--- src/rtl/wsu_pkg.sv ---
`default_nettype none

package wsu_pkg;

  // Parser phases, one-hot.
  typedef enum logic [5:0] {
    PH_IDLE   = 6'b000001,
    PH_LEN    = 6'b000010,
    PH_EXT_HI = 6'b000100,
    PH_EXT_LO = 6'b001000,
    PH_KEY    = 6'b010000,
    PH_DATA   = 6'b100000
  } phase_t;

  // Result status codes.
  localparam logic [1:0] STATUS_OK    = 2'd0;
  localparam logic [1:0] STATUS_ERROR = 2'd1;
  localparam logic [1:0] STATUS_CLOSE = 2'd2;

  // First header byte: FIN set, RSV clear, then the opcode.
  localparam logic [7:0] FIN_RSV_MASK = 8'd240;
  localparam logic [7:0] FIN_ONLY     = 8'd128;
  localparam logic [3:0] OPC_TEXT     = 4'd1;
  localparam logic [3:0] OPC_CLOSE    = 4'd8;

  // Second header byte: length codes that announce an extended length.
  localparam logic [6:0] LEN_EXT16 = 7'd126;
  localparam logic [6:0] LEN_EXT64 = 7'd127;

  // Configuration port.
  localparam int unsigned ADDR_W = 3;
  localparam int unsigned PDATA_W = 32;
  localparam logic REG_MAX_LEN = 1'b0;
  localparam logic [15:0] MAX_LEN_RESET = 16'd4088;

  typedef struct packed {
    logic [7:0] data;
    logic       start;
  } in_word_t;

  typedef struct packed {
    logic [7:0] payload_byte;
    logic       has_byte;
    logic [1:0] status;
    logic       last;
  } result_t;

endpackage

`default_nettype wire

--- src/rtl/websocket_frame_unmasker.sv ---
`default_nettype none

// Channel   Handshake              Payload
// input     in_valid / in_stall    data_byte, frame_start
// output    out_valid / out_stall  payload_byte, has_byte, status, last
// config    APB psel/penable       paddr, pwdata, prdata (max_payload_length)
//
// Each input word is captured in the input register; once the result register is
// free or being emptied, the header parser and the unmask XOR update the frame state
// and fill the result register. A new word is accepted in every cycle the words flow.
// Reset (rst, synchronous) returns the parser to waiting for a frame start and
// sets max_payload_length to 4088. When the result register is stalled, the input
// register holds its word and in_stall goes high; words that give no result
// (header bytes, mask key bytes, stray bytes) pass through without a result word.

module websocket_frame_unmasker (
  input  wire logic                         clk,
  input  wire logic                         rst,
  // Input channel.
  input  wire logic                         in_valid,
  output logic                              in_stall,
  input  wire logic [7:0]                   data_byte,
  input  wire logic                         frame_start,
  // Output channel.
  output logic                              out_valid,
  input  wire logic                         out_stall,
  output logic [7:0]                        payload_byte,
  output logic                              has_byte,
  output logic [1:0]                        status,
  output logic                              last,
  // Configuration port.
  input  wire logic                         psel,
  input  wire logic                         penable,
  input  wire logic                         pwrite,
  input  wire logic [wsu_pkg::ADDR_W-1:0]   paddr,
  input  wire logic [wsu_pkg::PDATA_W-1:0]  pwdata,
  output logic [wsu_pkg::PDATA_W-1:0]       prdata,
  output logic                              pready
);
  import wsu_pkg::*;

  logic        s1_valid;
  in_word_t    s1_word;
  logic        advance;
  logic        emit;
  result_t     result;
  logic [15:0] max_len;
  logic        reg_wr;

  // The one register sits at byte address 0; the upper address bit selects it.
  assign pready = 1'b1;
  assign reg_wr = psel && penable && pwrite && pready && (paddr[ADDR_W-1] == REG_MAX_LEN);

  always_ff @(posedge clk) begin
    if (rst) begin
      max_len <= MAX_LEN_RESET;
    end else if (reg_wr) begin
      max_len <= pwdata[15:0];
    end
  end

  always_comb begin
    if (paddr[ADDR_W-1] == REG_MAX_LEN) begin
      prdata = {{(PDATA_W-16){1'b0}}, max_len};
    end else begin
      prdata = '0;
    end
  end

  // The held word is processed when the result register is free or being emptied.
  assign advance = s1_valid && (!out_valid || !out_stall);

  wsu_in_stage u_in (
    .clk         (clk),
    .rst         (rst),
    .in_valid    (in_valid),
    .in_stall    (in_stall),
    .data_byte   (data_byte),
    .frame_start (frame_start),
    .advance     (advance),
    .s1_valid    (s1_valid),
    .s1_word     (s1_word)
  );

  wsu_parse u_parse (
    .clk     (clk),
    .rst     (rst),
    .advance (advance),
    .word    (s1_word),
    .max_len (max_len),
    .emit    (emit),
    .result  (result)
  );

  wsu_out_stage u_out (
    .clk          (clk),
    .rst          (rst),
    .advance      (advance),
    .emit         (emit),
    .result       (result),
    .out_valid    (out_valid),
    .out_stall    (out_stall),
    .payload_byte (payload_byte),
    .has_byte     (has_byte),
    .status       (status),
    .last         (last)
  );

  // Error and close results never carry a payload byte.
  a_no_byte_on_fault: assert property (@(posedge clk) disable iff (rst)
    out_valid && (status != STATUS_OK) |-> !has_byte && (payload_byte == 8'h00) && last)
    else $error("fault result carries payload");

  // A result without a byte is always a frame end.
  a_empty_is_last: assert property (@(posedge clk) disable iff (rst)
    out_valid && !has_byte |-> last)
    else $error("byteless result is not a frame end");

  // The input side stalls only while a word waits in the input register.
  a_stall_needs_word: assert property (@(posedge clk) disable iff (rst)
    in_stall |-> s1_valid && out_valid && out_stall)
    else $error("input stalled without a blocked word");

  // Status stays within the defined codes.
  a_status_code: assert property (@(posedge clk) disable iff (rst)
    out_valid |-> (status == STATUS_OK) || (status == STATUS_ERROR) ||
                  (status == STATUS_CLOSE))
    else $error("undefined status code");

endmodule

`default_nettype wire

--- src/rtl/wsu_in_stage.sv ---
`default_nettype none

module wsu_in_stage (
  input  wire logic              clk,
  input  wire logic              rst,
  input  wire logic              in_valid,
  output logic                   in_stall,
  input  wire logic [7:0]        data_byte,
  input  wire logic              frame_start,
  input  wire logic              advance,
  output logic                   s1_valid,
  output wsu_pkg::in_word_t      s1_word
);
  import wsu_pkg::*;

  logic load;

  // The register refills in the same cycle it drains.
  assign in_stall = s1_valid && !advance;
  assign load     = in_valid && !in_stall;

  always_ff @(posedge clk) begin
    if (rst) begin
      s1_valid <= 1'b0;
    end else if (load) begin
      s1_valid <= 1'b1;
    end else if (advance) begin
      s1_valid <= 1'b0;
    end
  end

  always_ff @(posedge clk) begin
    if (load) begin
      s1_word.data  <= data_byte;
      s1_word.start <= frame_start;
    end
  end

endmodule

`default_nettype wire

--- src/rtl/wsu_parse.sv ---
`default_nettype none

module wsu_parse (
  input  wire logic              clk,
  input  wire logic              rst,
  input  wire logic              advance,
  input  wire wsu_pkg::in_word_t word,
  input  wire logic [15:0]       max_len,
  output logic                   emit,
  output wsu_pkg::result_t       result
);
  import wsu_pkg::*;

  phase_t      phase, phase_next;
  logic [15:0] total, total_next;
  logic [15:0] count, count_next;
  logic [31:0] key, key_next;
  logic        masked, masked_next;
  logic [1:0]  hdr, hdr_next;

  logic [7:0]  b;
  logic [6:0]  code;
  logic [15:0] ext_total;
  logic [15:0] cnt_inc;
  logic [7:0]  key_byte;
  logic        len_done;
  logic [15:0] len_total;
  logic        len_masked;

  assign b         = word.data;
  assign code      = word.data[6:0];
  assign ext_total = {total[15:8], word.data};
  assign cnt_inc   = count + 16'd1;
  assign key_byte  = key[{count[1:0], 3'b000} +: 8];

  always_comb begin
    phase_next  = phase;
    total_next  = total;
    count_next  = count;
    key_next    = key;
    masked_next = masked;
    hdr_next    = hdr;
    emit        = 1'b0;
    result      = '{payload_byte: 8'h00, has_byte: 1'b0, status: STATUS_OK, last: 1'b0};
    len_done    = 1'b0;
    len_total   = total;
    len_masked  = masked;

    if (word.start) begin
      // A frame start always restarts parsing, whatever was in progress.
      emit        = 1'b1;
      result.last = 1'b1;
      phase_next  = PH_IDLE;
      if ((b & FIN_RSV_MASK) != FIN_ONLY) begin
        result.status = STATUS_ERROR;
      end else if (b[3:0] == OPC_CLOSE) begin
        result.status = STATUS_CLOSE;
      end else if (b[3:0] != OPC_TEXT) begin
        result.status = STATUS_ERROR;
      end else begin
        emit        = 1'b0;
        result.last = 1'b0;
        phase_next  = PH_LEN;
      end
    end else begin
      unique case (phase)
        PH_IDLE: begin
          phase_next = PH_IDLE;
        end
        PH_LEN: begin
          masked_next = b[7];
          if (code == LEN_EXT64) begin
            emit          = 1'b1;
            result.status = STATUS_ERROR;
            result.last   = 1'b1;
            phase_next    = PH_IDLE;
          end else if (code == LEN_EXT16) begin
            phase_next = PH_EXT_HI;
          end else begin
            total_next = {9'd0, code};
            len_done   = 1'b1;
            len_total  = {9'd0, code};
            len_masked = b[7];
          end
        end
        PH_EXT_HI: begin
          total_next = {b, 8'h00};
          phase_next = PH_EXT_LO;
        end
        PH_EXT_LO: begin
          total_next = ext_total;
          if (ext_total > max_len) begin
            emit          = 1'b1;
            result.status = STATUS_ERROR;
            result.last   = 1'b1;
            phase_next    = PH_IDLE;
          end else begin
            len_done  = 1'b1;
            len_total = ext_total;
          end
        end
        PH_KEY: begin
          key_next[{hdr, 3'b000} +: 8] = b;
          hdr_next = hdr + 2'd1;
          if (hdr == 2'd3) begin
            if (total == 16'd0) begin
              emit        = 1'b1;
              result.last = 1'b1;
              phase_next  = PH_IDLE;
            end else begin
              phase_next = PH_DATA;
            end
          end
        end
        PH_DATA: begin
          count_next          = cnt_inc;
          emit                = 1'b1;
          result.payload_byte = b ^ key_byte;
          result.has_byte     = 1'b1;
          result.last         = (cnt_inc == total);
          if (cnt_inc == total) begin
            phase_next = PH_IDLE;
          end
        end
        default: begin
          phase_next = PH_IDLE;
        end
      endcase

      // Length known: start key capture, the payload, or end an empty frame.
      if (len_done) begin
        count_next = 16'd0;
        hdr_next   = 2'd0;
        key_next   = 32'd0;
        if (len_masked) begin
          phase_next = PH_KEY;
        end else if (len_total == 16'd0) begin
          emit        = 1'b1;
          result.last = 1'b1;
          phase_next  = PH_IDLE;
        end else begin
          phase_next = PH_DATA;
        end
      end
    end
  end

  always_ff @(posedge clk) begin
    if (rst) begin
      phase  <= PH_IDLE;
      total  <= 16'd0;
      count  <= 16'd0;
      key    <= 32'd0;
      masked <= 1'b0;
      hdr    <= 2'd0;
    end else if (advance) begin
      phase  <= phase_next;
      total  <= total_next;
      count  <= count_next;
      key    <= key_next;
      masked <= masked_next;
      hdr    <= hdr_next;
    end
  end

endmodule

`default_nettype wire

--- src/rtl/wsu_out_stage.sv ---
`default_nettype none

module wsu_out_stage (
  input  wire logic             clk,
  input  wire logic             rst,
  input  wire logic             advance,
  input  wire logic             emit,
  input  wire wsu_pkg::result_t result,
  output logic                  out_valid,
  input  wire logic             out_stall,
  output logic [7:0]            payload_byte,
  output logic                  has_byte,
  output logic [1:0]            status,
  output logic                  last
);
  import wsu_pkg::*;

  result_t held;

  always_ff @(posedge clk) begin
    if (rst) begin
      out_valid <= 1'b0;
    end else if (advance) begin
      out_valid <= emit;
    end else if (!out_stall) begin
      out_valid <= 1'b0;
    end
  end

  always_ff @(posedge clk) begin
    if (advance && emit) begin
      held <= result;
    end
  end

  assign payload_byte = held.payload_byte;
  assign has_byte     = held.has_byte;
  assign status       = held.status;
  assign last         = held.last;

endmodule

`default_nettype wire
--- config.mk ---
export PLATFORM = sky130hd
export DESIGN_NAME = websocket_frame_unmasker
export DESIGN_NICKNAME = d
export VERILOG_FILES = /design/src/rtl/wsu_pkg.sv /design/src/rtl/websocket_frame_unmasker.sv /design/src/rtl/wsu_in_stage.sv /design/src/rtl/wsu_parse.sv /design/src/rtl/wsu_out_stage.sv
export SDC_FILE = /design/constraint.sdc
export NUM_CORES = 1
export LEC_CHECK = 0
export BUFFER_PORTS_ARGS = -buffer_cell sky130_fd_sc_hd__buf_4
export CAP_MARGIN = 20
export CORE_MARGIN = 3
export CORE_UTILIZATION = 45
export DETAILED_ROUTE_END_ITERATION = 10
export GPL_ROUTABILITY_DRIVEN = 0
export GPL_TIMING_DRIVEN = 0
export PLACE_DENSITY = 0.66
export SYNTH_ARGS = -nofsm -noshare
export SYNTH_HDL_FRONTEND = slang
export SYNTH_SLANG_ARGS = --single-unit
--- constraint.sdc ---
create_clock -name clk -period 7.6 [get_ports clk]
set_input_delay 0 -clock clk [delete_from_list [all_inputs] [get_ports clk]]
set_output_delay 0 -clock clk [all_outputs]
set_load 0.01 [all_outputs]
## Word-level counts from Yosys, hierarchy flattened

Index checks and enable logic that the tools add are counted.

- Input bits: 51
- Output and inout port bits: 47
- Word-level logic and storage cells: 136
- Flip-flop bits (word level): 112

- Shift operators: 3
- Add/sub/neg operators: 3
- Bitwise operators: 5
- Muxes and demuxes: 65
- Reduce and logical (&&, ||, !) cells: 26
- Order comparisons: 1
- Equal/unequal tests: 17

Operators by type and width:

| cell | number |
|---|---|
| 2-to-1 mux 16 bit | 6 |
| 2-to-1 mux 6 bit | 12 |
| 2-to-1 mux 32 bit | 2 |
| case mux 16 bit (3 select lines) | 1 |
| bitwise mux 32 bit | 1 |
| logical NOT 16 bit | 2 |
| case mux 16 bit (2 select lines) | 1 |
| variable shift 8 x 7 -> 32 bit (first input constant) | 1 |
| variable part select 32 x 6 -> 8 bit | 1 |
| variable part select 8 x 7 -> 32 bit | 1 |
| case mux 6 bit (5 select lines) | 1 |
| 2-to-1 mux 1 bit | 28 |
| adder 16 x 1 -> 16 bit (second input constant) | 1 |
| equality test 16 bit | 1 |
| greater-than comparator 16 bit | 1 |
| equality test 7 bit (second input constant) | 2 |
| 2-to-1 mux 2 bit | 7 |
| inequality test 4 x 2 -> 1 bit (second input constant) | 3 |
| AND reduction 3 bit | 4 |
| 2-to-1 mux 8 bit | 1 |
| case mux 1 bit (4 select lines) | 2 |
| nonzero test 2 bit | 4 |
| XOR 8 bit | 1 |
| logical AND 1 bit | 7 |
| 22 further kinds | 29 |

## Depth between registers and ports, before layout

Gate-level depths: netlist of run 1.

- Word-level depth: 11
- Mapped depth: 11
- Depth with buffers taken out: 10

## Cells and area by module

A second synthesis of run 1 with hierarchy kept.

- Cell total of the unflattened synthesis: 763
- Area total of the unflattened synthesis: 6582.6 um2

By module, submodules not included:

| module | cells an instance | area an instance (um2) | instances | sequential area each (um2) |
|---|---|---|---|---|
| wsu_parse | 626 | 4912.2 | 1 | 1461.4 |
| websocket_frame_unmasker | 107 | 949.7 | 1 | 320.3 |
| wsu_out_stage | 17 | 400.4 | 1 | 380.4 |
| wsu_in_stage | 13 | 320.3 | 1 | 290.3 |

## Worst setup path after synthesis of run 1

OpenSTA, ideal clock, no wires.

- Path kind: reg-to-reg
- From: register max_len[15]
- To: register u_out.held, in the netlist u_out.has_byte (enable)
- Cell stages (with the launch flop): 10
- Arrival: 3.024 ns
- Required time: 7.200 ns
- Period minus slack after synthesis: 3.424 ns
- Setup slack: 4.176 ns
- Buffers on the path: 0
- Setup time: 0.400 ns
- Path through: dfxtp_1 -> inv_1 -> ha_1 -> nand4_1 -> or4_1 -> nand3_1 -> nand4_1 -> a41oi_1 -> a31oi_1 -> a211oi_1

- Word-level cells in the longest chain between the ends: 10
- Elaborated cells between the ends (all ways): 15
- Classes of those cells: order compare (1); mux (12); reduce/logical (2)

Ends and longest elaborated chain:

| element | RTL line | RTL |
|---|---|---|
| start, declared | websocket_frame_unmasker.sv:47 | `logic [15:0] max_len;` |
| start signal, assigned | websocket_frame_unmasker.sv:58 | `max_len <= pwdata[15:0];` |
| greater-than comparator 16 bit * | wsu_parse.sv:92 | `if (ext_total > max_len) begin` |
| 2-to-1 mux 8 bit | wsu_parse.sv:92 |  |
| case mux 16 bit (2 select lines) | wsu_parse.sv:66 | `unique case (phase)` |
| 2-to-1 mux 16 bit | wsu_parse.sv:49 | `if (word.start) begin` |
| logical NOT 16 bit | wsu_parse.sv:137 | `end else if (len_total == 16'd0) begin` |
| 2-to-1 mux 1 bit | wsu_parse.sv:137 |  |
| 2-to-1 mux 1 bit | wsu_parse.sv:135 | `if (len_masked) begin` |
| 2-to-1 mux 1 bit * | wsu_parse.sv:131 | `if (len_done) begin` |
| 2-to-1 mux 1 bit * | wsu_parse.sv:49 |  |
| logical AND 1 bit * | wsu_out_stage.sv:31 | `if (advance && emit) begin` |
| end signal, assigned | wsu_out_stage.sv:32 | `held <= result;` |
| end, declared | wsu_out_stage.sv:18 | `result_t held;` |

Mark *: on every way between the ends. The rest lies on a longest branch, timed or not. The select of a mux whose other input is x is not followed.
A chain may end at the register's enable or synchronous reset.

## Worst setup path after layout of run 1

- From: register u_in.s1_word[3] (netlist name)
- To: register u_out.held, in the netlist u_out.status[0] (enable)

- Word-level cells in the longest chain between the ends: 11
- Elaborated cells between the ends (all ways): 31
- Classes of those cells: order compare (1); eq/ne (4); mux (24); reduce/logical (2)

Ends and longest elaborated chain:

| element | RTL line |
|---|---|
| branches (longest 9 deep; another with greater-than comparator 16 bit) | - |
| 2-to-1 mux 1 bit * | wsu_parse.sv:49 |
| logical AND 1 bit * | wsu_out_stage.sv:31 |

Mark *: on every way between the ends. The select of a mux whose other input is x is not followed.

==> results of run 1 <==
==> layout make-up <==
| cell class | instances | area (um2) |
|---|---|---|
| multi-input cells | 508 | 3330 |
| clock inverters | 7 | 108 |
| clock buffers | 9 | 225 |
| repair buffers | 89 | 728 |
| flip-flops and latches | 112 | 2450 |
| inverters | 23 | 86.3 |
| well taps | 176 | 220 |
| fillers | 1187 | 5820 |
| plain buffers | 62 | 333 |
==> power groups by stage <==
stage | Sequential (mW) | Combinational (mW) | Clock [mW]
floorplan | 0.630 | 0.0508 | 0
global placement | 0.630 | 0.0886 | 0
detailed placement | 0.630 | 0.0906 | 0
CTS | 0.616 | 0.102 | 0.523
global route | 0.617 | 0.112 | 0.546
finish | 0.616 | 0.104 | 0.521
==> worst min-delay path: stages <==
cell and delay [ns]:
buf_4 0.08, nand2_1 0.07, o32a_1 0.17, o31ai_1 0.05
==> Yosys cell counts, types with 3 or more instances <==
master,count,area [um2]
nor4_2,4,50.1
buf_1,4,15.0
buf_4,19,143
a22oi_1,26,195
mux2i_1,3,30.0
nor3_1,19,95.1
o211ai_1,3,22.5
inv_1,23,86.3
nand2_1,53,199
a21oi_1,41,205
or4_1,3,22.5
o31ai_1,3,22.5
xnor2_1,24,210
and3_1,3,18.8
buf_2,5,25.0
a22o_1,15,131
dfxtp_1,91,1820
edfxtp_1,21,631
or2_2,4,25.0
ha_1,23,288
nand4_1,9,56.3
buf_6,3,33.8
nor4_1,10,62.6
a211oi_1,3,22.5
nor2_1,102,383
mux4_2,8,180
a31oi_1,6,37.5
nand2b_1,3,18.8
nor3b_1,5,37.5
and3b_1,3,26.3
xor2_1,9,78.8
nor2b_1,3,18.8
nand3b_1,11,82.6
a211o_1,10,87.6
a311oi_1,6,52.6
nand3_1,17,85.1
o21ai_0,21,105
clkbuf_1,31,116
==> final timing paths <==
path                                      start               to  slack (ns)  cells after the start
worst max register to register  u_in.s1_word[3]  u_out.status[0]        3.64                      8
worst min register to register      max_len[12]      max_len[12]        0.46                      2
worst min-delay path                  out_stall  u_out.out_valid        0.04                      4
worst max-delay path            u_in.s1_word[3]  u_out.status[0]        3.64                      8
==> sequential cells by signal, indices dropped and copies added, names as in the netlist <==
name                count
u_out.last              1
u_out.has_byte          1
max_len                16
u_in.s1_valid           1
u_out.status            2
u_parse.total          16
u_out.payload_byte      8
u_parse.phase           6
u_in.s1_word            9
u_parse.count          16
u_parse.key            32
u_parse.hdr             2
u_out.out_valid         1
u_parse.masked          1
==> routing by layer <==
metal,global-route usage,up-vias,share of wire
met1,0.280,2672,0.41
li1,-,2680,-
met2,0.388,247,0.48
met4,0.119,0,0.033
met5,0,-,0
met3,0.0484,42,0.077
==> cells by family after synthesis <==
family	count (synthesis)	synth area share
compound gates	153	0.172
mux	12	0.0361
xor+xnor	33	0.0471
simple gates	270	0.229
flops	112	0.400
fa+ha+maj	23	0.0469
buf+inv	85	0.0683
other cells	2	0.00122
==> cells in the final DEF, fill, tap and decap left out, drive strengths merged, types with 23 or more instances in the layout <==
master,synthesis,layout
nand2,53,53
dfxtp,91,91
dlygate4sd3,0,26
a21oi,42,42
nor2,102,102
inv,23,25
xnor2,24,24
ha,23,23
clkbuf,31,40
a22oi,26,26
buf,31,94
==> per-stage QoR <==
stage | total power, mW | cell area [um2] | instances
3_3_place_gp | 0.718 | 6870 | 942
5_1_grt | 1.27 | 7480 | 986
4_1_cts | 1.24 | 7480 | 986
3_5_place_dp | 0.720 | 6890 | 944
2_1_floorplan | 0.681 | 6190 | 705
6_report | 1.24 | 7480 | 986
==> flow_metrics.tcl, run 1 <==
set metrics [dict create \
    status "finished, final reports clean" \
    combPwrFrac 0.084 \
    swShare 0.253 \
    dp_slack_ns 3.88 \
    ys.flop_type "dfxtp_1" \
    first_global_vias 5426 \
    required_ns 7.59 \
    final_core_utilization 0.562 \
    power_frac_seq 0.496 \
    finalClockSkew_ns 0.0113 \
    grt_max_degree 23 \
    htree_num_levels 3 \
    setup_viol 0 \
    p_clk_frac 0.420 \
    internal_power_uw 927 \
    start_kind "flop" \
    synthArstFlopShare 0 \
    setup_slack_ns 3.64 \
    finalSetupTns_ns 0 \
    drt_first_pass_iters 7 \
    antenna_found_initial 0 \
    critPathTopFamily "compound AO/OA/AOI/OAI gates" \
    worstPathArrival_ns 3.95 \
    crit_fanout 12 \
    drv_slew 0 \
    synth_seq_area_share 0.400 \
    cts_buffers 9 \
    max_stage_delay_ns 0.90 \
    cts_resized 0 \
    vias 5641 \
    hold_viol_final 0 \
    clock-root-buffer "clkbuf_16" \
    post-route-drc-count 0 \
    grt_usage 0.232 \
    cts.path.max_buffers 2 \
    ys_types 72 \
    slew_headroom 0.320 \
    die_width_um 123 \
    cellPowerDensity_mw_per_mm2 166 \
    cts.sinks 112 \
    drtIter0Drc 436 \
    final_nets 879 \
    hpwl_um 12500 \
    rows 42 \
    pin_count 98 \
    path_cells "clkbuf_1 > or2_2 > nor4_1 > nor4b_1 > nand3b_1 > a41oi_1 > a31oi_1 > a211oi_2" \
    syn_inst 690 \
    ant_nets 0 \
    worstMarginPinSlew_ns 1.01 \
    syn_to_final_growth_pct 21.9 \
    finalHoldWorstSlack_ns 0.0356 \
    clock_latency_ns 0.36 \
    worst_setup_path_end_kind "flop" \
    cts_hold_repair.buffers 26 \
    core_area_mm2 0.0133 \
    diodes 0 \
    crit_type "reg -> reg" \
    fp.dieH_um 123 \
    cts_tree "yes" \
    ys_warn_count 0 \
    wl_um 17300 \
    maxCapViolCount 0 \
    clk_pin_slew_ns 0.08 \
    gr-total-overflow 0 \
    cellLeakagePower_nw 2.96 \
    wire_per_inst_um 17.6 \
    switching_power_uw 314 \
    max_freq_ghz 0.253 \
    synth_area_mm2 0.00614 \
    avgViaCountPerCell 5.72 \
    syn_area_per_cell_um2 8.89 \
    grt_pass1_wl_um 27100 \
    synth_enable_flop_cells 21 \
    peakVddDrop_mv 0.110 \
    drive_gt1_frac 0.172 \
    final.min_clock_period_ns 3.96 \
    finalCritPeriodShare 0.521 \
    dieArea_mm2 0.0151 \
    min_path_type "in -> reg" \
    rsz0062_at_grt "false" \
    path_buf_inv 1 \
    cpMaxStageDelayCell "a211oi_2" \
    portBuffers 61 \
    ys_ff_latch 112 \
    start_util 0.462 \
    post_cts_buffers 0 \
]
Power figures use the tool's default switching activity.
==> run 2: changes to the inputs <==
--- a/config.mk
+++ b/config.mk
@@ -5,6 +5,7 @@
 export SDC_FILE = /design/constraint.sdc
 export NUM_CORES = 1
 export LEC_CHECK = 0
+export ABC_AREA = 1
 export BUFFER_PORTS_ARGS = -buffer_cell sky130_fd_sc_hd__buf_4
 export CAP_MARGIN = 20
 export CORE_MARGIN = 3
@@ -12,7 +13,7 @@
 export DETAILED_ROUTE_END_ITERATION = 10
 export GPL_ROUTABILITY_DRIVEN = 0
 export GPL_TIMING_DRIVEN = 0
-export PLACE_DENSITY = 0.66
+export PLACE_DENSITY = 0.68
 export SYNTH_ARGS = -nofsm -noshare
 export SYNTH_HDL_FRONTEND = slang
 export SYNTH_SLANG_ARGS = --single-unit
==> constraint.sdc (replaced) <==
create_clock -name clk -period 3.3 [get_ports clk]
set_input_delay 0 -clock clk [delete_from_list [all_inputs] [get_ports clk]]
set_output_delay 0 -clock clk [all_outputs]
set_load 0.01 [all_outputs]
==> run 2 against run 1 <==
- worst setup slack got worse by 3.4 ns
- total power rose by 130%
- count of clock-buffer cells in the layout did not move
==> flow_metrics.tcl, run 2 <==
set metrics [dict create \
    finalCritPeriodShare 0.916 \
    vias 6317 \
    syn_inst 927 \
    core_area_mm2 0.0140 \
    grt_max_degree 19 \
    drtIter0Drc 428 \
    avgViaCountPerCell 5.16 \
    cellLeakagePower_nw 3.44 \
    crit_type "reg -> reg" \
    setup_viol 0 \
    grt_use_met1 0.314 \
    pin_count 98 \
    largest_register_ff_count 32 \
    status "finished, final reports clean" \
    final.min_clock_period_ns 3.02 \
    post-place-cells 1183 \
    cts.sinks 112 \
    synth_area_leaders "dfxtp_1 28%, nand2_1 11%, edfxtp_1 9.6%, a21oi_1 7.1%, nor2_1 6.9%" \
    top_register "u_parse.key" \
    crit_fanout 12 \
    max_freq_ghz 0.331 \
    finalSetupTns_ns 0 \
    wire_per_inst_um 14.9 \
    post-route-drc-count 0 \
    clk_pin_slew_ns 0.07 \
    antenna_found_initial 0 \
    power_mw 2.83 \
    setup_slack_ns 0.278 \
    mostFrequentLayoutCell "nand2_1" \
    cts_tree "yes" \
    grt_pass1_wl_um 29600 \
    drive_gt1_frac 0.152 \
    synth.most_common_cell "nand2_1" \
    ys_top_cells_by_count "195 x nand2_1, 120 x nor2_1, 99 x inv_1" \
    die_width_um 127 \
    first_global_vias 5788 \
    synth_enable_flop_cells 21 \
    cts_buffers 9 \
    ys_ff_latch 112 \
    gr-total-overflow 0 \
    slew_headroom 0.325 \
    start_kind "flop" \
    dieArea_mm2 0.0160 \
    syn_area_per_cell_um2 7.06 \
    cellPowerDensity_mw_per_mm2 360 \
    synth_area_mm2 0.00655 \
    post_cts_buffers 0 \
    wl_um 18300 \
    ys_warn_count 0 \
    fp.dieH_um 127 \
    diodes 0 \
    ant_nets 0 \
    stdcell_count 1225 \
    portBuffers 61 \
    final_core_utilization 0.559 \
    start_util 0.466 \
    syn_to_final_growth_pct 20.0 \
    min_path_type "in -> reg" \
    stdcell_area_mm2 0.00785 \
    busiest_layer "met2" \
    synthArstFlopShare 0 \
    grt_usage 0.229 \
    hpwl_um 13600 \
    final_nets 1114 \
    use_met3 0.0383 \
    grtUsageMet2 0.369 \
    dp_slack_ns 0.102 \
    finalClockSkew_ns 0.0122 \
    ys_types 46 \
    placed_cell_area_mm2 0.00728 \
    synth_seq_area_share 0.375 \
    final_cell_mix "195 x nand2_1, 120 x nor2_1, 98 x inv_1, 93 x a21oi_1, 91 x dfxtp_1" \
    hold_viol_final 0 \
    ys.flop_type "dfxtp_1" \
    worstPathArrival_ns 3.07 \
    worstMarginPinSlew_ns 1.00 \
    rows 43 \
    yosysTopAreaCell "dfxtp_1" \
    drv_slew 0 \
    required_ns 3.34 \
    netlist.area_leader.share 0.278 \
    rsz0062_at_grt "false" \
    htree_num_levels 3 \
    clock-root-buffer "clkbuf_16" \
    cts.path.max_buffers 2 \
    maxCapViolCount 0 \
    clock_latency_ns 0.36 \
    peakVddDrop_mv 0.217 \
    worst_setup_path_end_kind "flop" \
    drt_first_pass_iters 5 \
    finalHoldWorstSlack_ns 0.0439 \
]
==> run 2: final timing paths <==
kind / cells past startpoint / endpoint / startpoint / slack [ns]
worst min register to register: 2 / u_parse.key[5] / u_parse.key[5] / 0.47
worst min-delay path: 4 / u_parse.total[7] / rst / 0.04
worst max register to register: 20 / u_out.payload_byte[1] / u_in.s1_word[1] / 0.28
worst max-delay path: 20 / u_out.payload_byte[1] / u_in.s1_word[1] / 0.28
==> run 2: cells by family after synthesis <==
kind of cell,Yosys count,synth area share
AO/OA/AOI/OAI,197,0.172
XOR/XNOR,5,0.0109
adder cells (fa/ha/maj),23,0.0440
buffers and inverters,159,0.108
flip-flops,112,0.375
other,2,0.00115
AND/OR/NAND/NOR,429,0.289
==> run 2: area by class of cell <==
type	count	area [um2]
Tap cell	180	225
Sequential cell	112	2450
Buffer	47	288
Fill cell	1346	6190
Clock buffer	9	225
Timing Repair Buffer	88	728
Multi-Input combinational cell	671	3440
Inverter	111	420
Clock inverter	7	71.3
==> run 2: repair_timing <==
item,CTS,global route
hold buffers,27,0
resized for setup,0,1
hold endpoints to repair,27,0
setup endpoints to repair,0,33
==> run 2: layer usage <==
| metal | part of all wire | routed length [um] |
|---|---|---|
| met1 | 0.45 | 8230 |
| met2 | 0.46 | 8490 |
| met3 | 0.061 | 1120 |
| met4 | 0.026 | 467 |
| met5 | 0 | 0 |
==> run 2: where the power goes <==
part / total [mW] / internal (mW) / switching [mW] / leakage (nW)
clock: 1.12 / 0.590 / 0.528 / 0.138
sequential: 1.43 / 1.42 / 0.0166 / 0.934
combinational: 0.279 / 0.122 / 0.157 / 2.37
==> run 2: critical path, cell delays in order (launching register included) <==
cell and delay, ns:
edfxtp_1 0.61, inv_1 0.25, ha_1 0.25, inv_1 0.05, nand2_1 0.04, nand2_1 0.05
nand2_1 0.04, nand2_1 0.05, nand2_1 0.04, nand2_1 0.07, nand2_1 0.05, nand2_1 0.10
nand2_1 0.08, nand2_1 0.06, nand2_1 0.05, inv_2 0.16, nor2_1 0.08, nand4_1 0.13
nand2_1 0.09, nand2_1 0.15, clkinvlp_4 0.28
